**src/hdl/lcdts_pkg.sv**
```systemverilog
// shared types and constants for the dot timing and status block
// no dependencies
package lcdts_pkg;

   localparam int DOT_W        = 9;
   localparam int LINE_W       = 8;
   localparam int CSR_INDEX_W  = 8;
   localparam int CSR_DATA_W   = 8;

   localparam int CLOCKS_PER_DOT_DEF  = 4;
   localparam int DOTS_PER_LINE_DEF   = 308;
   localparam int LINES_PER_FRAME_DEF = 228;
   localparam int VISIBLE_DOTS_DEF    = 240;
   localparam int VISIBLE_LINES_DEF   = 160;

   typedef enum logic [CSR_INDEX_W-1:0] {
      REG_LINE_COMPARE   = 8'd0,
      REG_VBLANK_IRQ_EN  = 8'd1,
      REG_HBLANK_IRQ_EN  = 8'd2,
      REG_LMATCH_IRQ_EN  = 8'd3
   } reg_index_type;

   typedef struct packed {
      logic [LINE_W-1:0] line_compare;
      logic              vblank_irq_enable;
      logic              hblank_irq_enable;
      logic              line_match_irq_enable;
   } cfg_type;

   typedef struct packed {
      logic              dot_step;
      logic [DOT_W-1:0]  dot_position;
      logic [LINE_W-1:0] line_position;
      logic              vblank_flag;
      logic              hblank_flag;
      logic              visible_dot;
      logic              vblank_request;
      logic              hblank_request;
      logic              line_match_request;
   } result_type;

endpackage

```
**src/hdl/lcdts_csr.sv**
```systemverilog
// configuration registers of the dot timing block
// depends on lcdts_pkg
module lcdts_csr (
   input  logic                                 clock,
   input  logic                                 reset,
   input  logic                                 csr_valid,
   input  logic [lcdts_pkg::CSR_INDEX_W-1:0]    csr_index,
   input  logic [lcdts_pkg::CSR_DATA_W-1:0]     csr_wdata,
   output lcdts_pkg::cfg_type                   cfg
);

   lcdts_pkg::cfg_type cfg_ff, cfg_in;

   always_comb begin
      cfg_in = cfg_ff;
      if (csr_valid) begin
         unique case (csr_index)
            lcdts_pkg::REG_LINE_COMPARE:
               cfg_in.line_compare = csr_wdata[lcdts_pkg::LINE_W-1:0];
            lcdts_pkg::REG_VBLANK_IRQ_EN: cfg_in.vblank_irq_enable = csr_wdata[0];
            lcdts_pkg::REG_HBLANK_IRQ_EN: cfg_in.hblank_irq_enable = csr_wdata[0];
            lcdts_pkg::REG_LMATCH_IRQ_EN: cfg_in.line_match_irq_enable = csr_wdata[0];
            default: ; // unknown index, write dropped
         endcase
      end
   end

   always_ff @(posedge clock) begin
      if (reset) begin
         cfg_ff <= '0;
      end else begin
         cfg_ff <= cfg_in;
      end
   end

   assign cfg = cfg_ff;

endmodule

```
**src/hdl/lcdts_timing.sv**
```systemverilog
// prescaler, dot and line counters, held flags and request decode
// depends on lcdts_pkg
module lcdts_timing #(
   parameter int CLOCKS_PER_DOT  = lcdts_pkg::CLOCKS_PER_DOT_DEF,
   parameter int DOTS_PER_LINE   = lcdts_pkg::DOTS_PER_LINE_DEF,
   parameter int LINES_PER_FRAME = lcdts_pkg::LINES_PER_FRAME_DEF,
   parameter int VISIBLE_DOTS    = lcdts_pkg::VISIBLE_DOTS_DEF,
   parameter int VISIBLE_LINES   = lcdts_pkg::VISIBLE_LINES_DEF
) (
   input  logic                   clock,
   input  logic                   reset,
   input  logic                   advance,
   input  logic                   tick,
   input  lcdts_pkg::cfg_type     cfg,
   output lcdts_pkg::result_type  result
);

   localparam int PHASE_W = (CLOCKS_PER_DOT > 1) ? $clog2(CLOCKS_PER_DOT) : 1;
   localparam int DOT_W   = lcdts_pkg::DOT_W;
   localparam int LINE_W  = lcdts_pkg::LINE_W;

   localparam logic [PHASE_W-1:0] PHASE_LAST  = PHASE_W'(CLOCKS_PER_DOT - 1);
   localparam logic [DOT_W:0]     DOT_WRAP    = (DOT_W + 1)'(DOTS_PER_LINE);
   localparam logic [LINE_W:0]    LINE_WRAP   = (LINE_W + 1)'(LINES_PER_FRAME);
   localparam logic [LINE_W-1:0]  LINE_LAST   = LINE_W'(LINES_PER_FRAME - 1);
   localparam logic [DOT_W-1:0]   VIS_DOTS    = DOT_W'(VISIBLE_DOTS);
   localparam logic [LINE_W-1:0]  VIS_LINES   = LINE_W'(VISIBLE_LINES);

   logic [PHASE_W-1:0] phase_ff, phase_in;
   logic [DOT_W-1:0]   dot_ff, dot_in;
   logic [LINE_W-1:0]  line_ff, line_in;
   logic               vblank_ff, vblank_in;
   logic               hblank_ff, hblank_in;

   logic               step;
   logic               dot_zero;
   logic [DOT_W:0]     dot_sum;
   logic [LINE_W:0]    line_sum;

   always_comb begin
      step      = tick && (phase_ff == '0);
      dot_zero  = (dot_ff == '0);
      dot_sum   = {1'b0, dot_ff} + 1'b1;
      line_sum  = {1'b0, line_ff} + 1'b1;

      phase_in  = phase_ff;
      dot_in    = dot_ff;
      line_in   = line_ff;
      vblank_in = vblank_ff;
      hblank_in = hblank_ff;

      if (tick) begin
         phase_in = (phase_ff == PHASE_LAST) ? '0 : phase_ff + 1'b1;
      end
      if (step) begin
         vblank_in = (line_ff >= VIS_LINES) && (line_ff != LINE_LAST);
         hblank_in = (dot_ff >= VIS_DOTS);
         if (dot_sum >= DOT_WRAP) begin
            dot_in  = '0;
            line_in = (line_sum >= LINE_WRAP) ? '0 : line_sum[LINE_W-1:0];
         end else begin
            dot_in  = dot_sum[DOT_W-1:0];
         end
      end

      result.dot_step           = step;
      result.dot_position       = dot_ff;
      result.line_position      = line_ff;
      result.vblank_flag        = vblank_in;
      result.hblank_flag        = hblank_in;
      result.visible_dot        = step && (dot_ff < VIS_DOTS) && (line_ff < VIS_LINES);
      result.vblank_request     = step && dot_zero && (line_ff == VIS_LINES)
                                  && cfg.vblank_irq_enable;
      result.hblank_request     = step && (dot_ff == VIS_DOTS) && cfg.hblank_irq_enable;
      result.line_match_request = step && dot_zero && (line_ff == cfg.line_compare)
                                  && cfg.line_match_irq_enable;
   end

   always_ff @(posedge clock) begin
      if (reset) begin
         phase_ff  <= '0;
         dot_ff    <= '0;
         line_ff   <= '0;
         vblank_ff <= 1'b0;
         hblank_ff <= 1'b0;
      end else if (advance) begin
         phase_ff  <= phase_in;
         dot_ff    <= dot_in;
         line_ff   <= line_in;
         vblank_ff <= vblank_in;
         hblank_ff <= hblank_in;
      end
   end

endmodule

```
**src/hdl/lcdts_rsp_reg.sv**
```systemverilog
// result register between timing logic and the response channel
// depends on lcdts_pkg
module lcdts_rsp_reg (
   input  logic                   clock,
   input  logic                   reset,
   input  logic                   load,
   input  lcdts_pkg::result_type  result,
   input  logic                   rsp_stall,
   output logic                   rsp_valid,
   output logic                   busy,
   output lcdts_pkg::result_type  rsp_data
);

   logic                  valid_ff, valid_in;
   lcdts_pkg::result_type data_ff, data_in;

   always_comb begin
      busy     = valid_ff && rsp_stall;
      valid_in = load || busy;
      data_in  = load ? result : data_ff;
   end

   always_ff @(posedge clock) begin
      if (reset) begin
         valid_ff <= 1'b0;
      end else begin
         valid_ff <= valid_in;
      end
   end

   always_ff @(posedge clock) begin
      data_ff <= data_in;
   end

   assign rsp_valid = valid_ff;
   assign rsp_data  = data_ff;

endmodule

```
**src/hdl/lcd_dot_timing_and_status_top.sv**
```systemverilog
// top level of the lcd dot timing and status block
// depends on lcdts_pkg, lcdts_csr, lcdts_timing, lcdts_rsp_reg
//
// usage
//   req channel: one beat per machine clock, req_tick = 1 lets the clock count,
//     req_tick = 0 is a beat that holds all timing state
//   rsp channel: exactly one beat per req beat, in order, carrying the dot and
//     line position, held vblank/hblank flags, visible-dot and irq pulses
//   csr channel: csr_index selects line compare (0), vblank irq enable (1),
//     hblank irq enable (2), line match irq enable (3); other indexes are
//     dropped; csr_ready is always high so a write is never held off
// throughput
//   one beat per cycle sustained while rsp_stall is low; the counter update
//   and flag decode fit between the req edge and the result register, so the
//   only limit is the single result register
// stall
//   req_stall is high only while a result waits in the result register and
//   rsp_stall holds it; a beat taken in the same cycle the result leaves is
//   accepted, so back-to-back flow continues with no bubble
// reset
//   synchronous active high reset clears prescaler, counters, flags, irq
//   enables, line compare and the result valid; no clearing pass is needed
module lcd_dot_timing_and_status_top #(
   parameter int CLOCKS_PER_DOT  = lcdts_pkg::CLOCKS_PER_DOT_DEF,
   parameter int DOTS_PER_LINE   = lcdts_pkg::DOTS_PER_LINE_DEF,
   parameter int LINES_PER_FRAME = lcdts_pkg::LINES_PER_FRAME_DEF,
   parameter int VISIBLE_DOTS    = lcdts_pkg::VISIBLE_DOTS_DEF,
   parameter int VISIBLE_LINES   = lcdts_pkg::VISIBLE_LINES_DEF
) (
   input  logic                                 clock,
   input  logic                                 reset,
   // request channel
   input  logic                                 req_valid,
   output logic                                 req_stall,
   input  logic                                 req_tick,
   // result channel
   output logic                                 rsp_valid,
   input  logic                                 rsp_stall,
   output logic                                 rsp_dot_step,
   output logic [lcdts_pkg::DOT_W-1:0]          rsp_dot_position,
   output logic [lcdts_pkg::LINE_W-1:0]         rsp_line_position,
   output logic                                 rsp_vblank_flag,
   output logic                                 rsp_hblank_flag,
   output logic                                 rsp_visible_dot,
   output logic                                 rsp_vblank_request,
   output logic                                 rsp_hblank_request,
   output logic                                 rsp_line_match_request,
   // configuration channel
   input  logic                                 csr_valid,
   output logic                                 csr_ready,
   input  logic [lcdts_pkg::CSR_INDEX_W-1:0]    csr_index,
   input  logic [lcdts_pkg::CSR_DATA_W-1:0]     csr_wdata
);

   lcdts_pkg::cfg_type    cfg;
   lcdts_pkg::result_type result;
   lcdts_pkg::result_type rsp_data;
   logic                  busy;
   logic                  req_take;

   // register writes never wait
   assign csr_ready = 1'b1;

   // a beat is taken whenever the result register is free or draining
   assign req_stall = busy;
   assign req_take  = req_valid && !busy;

   lcdts_csr u_csr (
      .clock     (clock),
      .reset     (reset),
      .csr_valid (csr_valid),
      .csr_index (csr_index),
      .csr_wdata (csr_wdata),
      .cfg       (cfg)
   );

   // timing state only moves on a taken beat
   lcdts_timing #(
      .CLOCKS_PER_DOT  (CLOCKS_PER_DOT),
      .DOTS_PER_LINE   (DOTS_PER_LINE),
      .LINES_PER_FRAME (LINES_PER_FRAME),
      .VISIBLE_DOTS    (VISIBLE_DOTS),
      .VISIBLE_LINES   (VISIBLE_LINES)
   ) u_timing (
      .clock   (clock),
      .reset   (reset),
      .advance (req_take),
      .tick    (req_tick),
      .cfg     (cfg),
      .result  (result)
   );

   lcdts_rsp_reg u_rsp_reg (
      .clock     (clock),
      .reset     (reset),
      .load      (req_take),
      .result    (result),
      .rsp_stall (rsp_stall),
      .rsp_valid (rsp_valid),
      .busy      (busy),
      .rsp_data  (rsp_data)
   );

   // unpack the result beat onto its ports
   assign rsp_dot_step           = rsp_data.dot_step;
   assign rsp_dot_position       = rsp_data.dot_position;
   assign rsp_line_position      = rsp_data.line_position;
   assign rsp_vblank_flag        = rsp_data.vblank_flag;
   assign rsp_hblank_flag        = rsp_data.hblank_flag;
   assign rsp_visible_dot        = rsp_data.visible_dot;
   assign rsp_vblank_request     = rsp_data.vblank_request;
   assign rsp_hblank_request     = rsp_data.hblank_request;
   assign rsp_line_match_request = rsp_data.line_match_request;

endmodule

```
**config.mk**
```make
export PLATFORM = sky130hd
export DESIGN_NAME = lcd_dot_timing_and_status_top
export DESIGN_NICKNAME = d
export VERILOG_FILES = /design/src/hdl/lcdts_pkg.sv /design/src/hdl/lcdts_csr.sv /design/src/hdl/lcdts_timing.sv /design/src/hdl/lcdts_rsp_reg.sv /design/src/hdl/lcd_dot_timing_and_status_top.sv
export SDC_FILE = /design/constraint.sdc
export NUM_CORES = 1
export LEC_CHECK = 0
export ABC_AREA = 1
export BUFFER_PORTS_ARGS = -buffer_cell sky130_fd_sc_hd__buf_2
export CAP_MARGIN = 20
export CORE_MARGIN = 2
export CORE_UTILIZATION = 55
export DETAILED_ROUTE_END_ITERATION = 8
export PLACE_DENSITY = 0.86
export SYNTH_ARGS = -nofsm -noshare
export SYNTH_HDL_FRONTEND = slang
export SYNTH_SLANG_ARGS = --single-unit
```
**constraint.sdc**
```tcl
create_clock -name clock -period 3.7 [get_ports clock]
set_input_delay 0.925 -clock clock [delete_from_list [all_inputs] [get_ports clock]]
set_output_delay 0.925 -clock clock [all_outputs]
set_load 0.01 [all_outputs]
```
==> metrics.yaml <==
htreeDepth: 3
grt_first_pass_wirelength_um: 9160
hold_path.class: "reg -> reg"
syn_inst: 330
top_level_ports: 49
synth_flop_cell: "dfxtp_1"
power_mw: 1.53
finish.instance_area_um2: 3270
cp.required_ns: 2.77
gp_congestion: 0.889
ant_nets: 0
std_cell_rows: 25
drv_cap: 0
cts_resized: 0
clock-root-buffer: "clkbuf_8"
syn-cell-area_um2: 2750
place_area_um2: 3030
min_from: "u_timing.phase_ff[1]"
cp-end-kind: "output pin"
worstMarginPinSlew_ns: 0.624
cts_hold_buf: 0
dp_hpwl_um: 3960
n_antenna_cell: 0
outcome: "finished, final reports clean"
fp.dieW_um: 74.7
ys_async_sr_fraction_pct: 0
cts.clk_slew.worst_paths_ns: 0.06
cts_buffers: 9
worstPathArrival_ns: 1.29
grt_use_total_pct: 22.1
fin_util_pct: 68.8
cp_max_fo: 2
layout-drive-gt1-share_pct: 20.6
clk_latency_ns: 0.33
globalRoute.totalOverflow: 0
die-area_um2: 5570
finalCritPeriodShare_pct: 59.9
final_nets: 411
fin_skew_ns: 0.00776
powerDensity_nw_per_um2: 468
wl_um: 5550
dr.pass1.iters: 4
crit_start: "rsp_stall"
ys_seq_area_share_pct: 50.3
dp_slack_ns: 1.23
grt_pass1_vias: 2091
cts_buffer_depth: 2
drt_iter0_drc: 169
grt_max_degree: 28
wire_per_inst_um: 12.2
core-area_um2: 4750
min_period_ns: 2.22
syn_area_per_cell_um2: 8.32
finalSetupViolCount: 0
slew_violations: 0
synth_seq_cells: 57
vias_per_cell: 5.10
syn-num-nets: 358
synth.distinct_cells: 36
start_kind: "input port"
relSlewSlack_pct: 58.4
setup_ws_ns: 1.48
rsz0062_at_grt: "no"
grt_antenna_before_repair: 0
finalHoldViolCount: 0
start_util_pct: 57.7
port_buffers: 47
max_freq_mhz: 451
cts_num_sinks: 57
cts_tree: "done"
worstSetupPathType: "in -> out"
drc: 0
num_vias: 2321
die_y_um: 74.7
timing.rr.start: "u_timing.dot_ff[0]"
power.leakage_nw: 1.46
ir_drop_uv: 350
tns_ns: 0
syn2layout_area_growth_pct: 19.2
rrSetupSlack_ns: 1.81
synth_edf_count: 24
post_cts_buffers: 0
yosysWarnings: 0
[cell families (layout without fill, tap and decap cells)]
| kind of cell | count (synthesis) | after routing | synth area share, % |
|---|---|---|---|
| and+or+nand+nor | 159 | 159 | 26.7 |
| DFF | 57 | 57 | 50.3 |
| AOI/OAI and AO/OA | 54 | 54 | 10.7 |
| buffers and inverters | 47 | 105 | 7.43 |
| adders and majority gates | 6 | 6 | 2.73 |
| xor gates and xnor gates | 5 | 5 | 1.60 |
| other | 1 | 1 | 0.137 |
| muxes | 1 | 1 | 0.365 |
[final cells by class]
cell class	count	area, µm²
clock buffers	11	141
clock inverters	5	103
fillers	394	1480
inverters	40	150
multi-input cells	226	1160
flip-flops and latches	57	1380
well taps	67	83.8
repair buffers	49	250
[per-layer routing]
metal	track usage [%]	share of wire, %
met4	14.5	3.0
met5	0	0
met2	35.1	47
met3	5.22	5.4
met1	27.0	45
[critical path, stage by stage]
cell and delay, ns:
buf_2 0.10, nand2_1 0.07, inv_1 0.06, buf_2 0.13
[sequential cells by signal, summed over array words and instances, names as in the netlist]
signal / count
u_rsp_reg.rsp_data: 24
u_csr.cfg: 11
u_timing.dot_ff: 9
u_timing.line_ff: 8
u_timing.phase_ff: 2
u_rsp_reg.rsp_valid: 1
u_timing.hblank_ff: 1
u_timing.vblank_ff: 1
[cell usage in the layout (no fill, tap or decap), types with 2 or more instances in the layout]
cell type	count
nand2_1	59
buf_2	47
nor2_1	46
inv_1	40
dfxtp_1	33
o21ai_0	26
edfxtp_1	24
nand3_1	23
a21oi_1	19
clkbuf_8	10
nor3_1	7
ha_1	6
nand3_2	5
nor2_2	4
nand4_1	4
o22ai_1	3
xor2_1	3
nand2_2	3
bufinv_16	3
xnor2_1	2
nand2_4	2
buf_4	2
[report_power, final]
part | leakage (nW) | internal, mW | switching (mW) | total, mW
combinational | 0.833 | 0.0444 | 0.0768 | 0.121
clock | 0.120 | 0.465 | 0.242 | 0.707
sequential | 0.510 | 0.685 | 0.0172 | 0.703
total | 1.46 | 1.19 | 0.336 | 1.53
[synth_stat cells, drive strengths merged (2+ instances only)]
master  number  area, µm²
nand2       64        263
xor2         3       26.3
a21oi       19       95.1
buf          6       50.0
o21ai       27        135
o22ai        3       18.8
inv         40        150
nor3         8       45.0
nor2        51        206
xnor2        2       17.5
dfxtp       33        661
nand4        4       25.0
nand3       28        165
ha           6       75.1
edfxtp      24        721
[through the flow]
step | hold WS [ns] | instances
2_1_floorplan | 0.409 | 330
3_3_place_gp | 0.467 | 439
3_5_place_dp | 0.489 | 439
4_1_cts | 0.498 | 455
5_1_grt | 0.515 | 455
6_report | 0.500 | 455
[path summary, 6_finish.rpt]
| path | endpoint | cells past startpoint |
|---|---|---|
| min | u_timing.phase_ff[1] | 2 |
| min reg2reg | u_timing.phase_ff[1] | 2 |
| max | req_stall | 4 |
| max reg2reg | u_timing.dot_ff[0] | 11 |
Note: power is estimated with default switching activity, not from simulation.
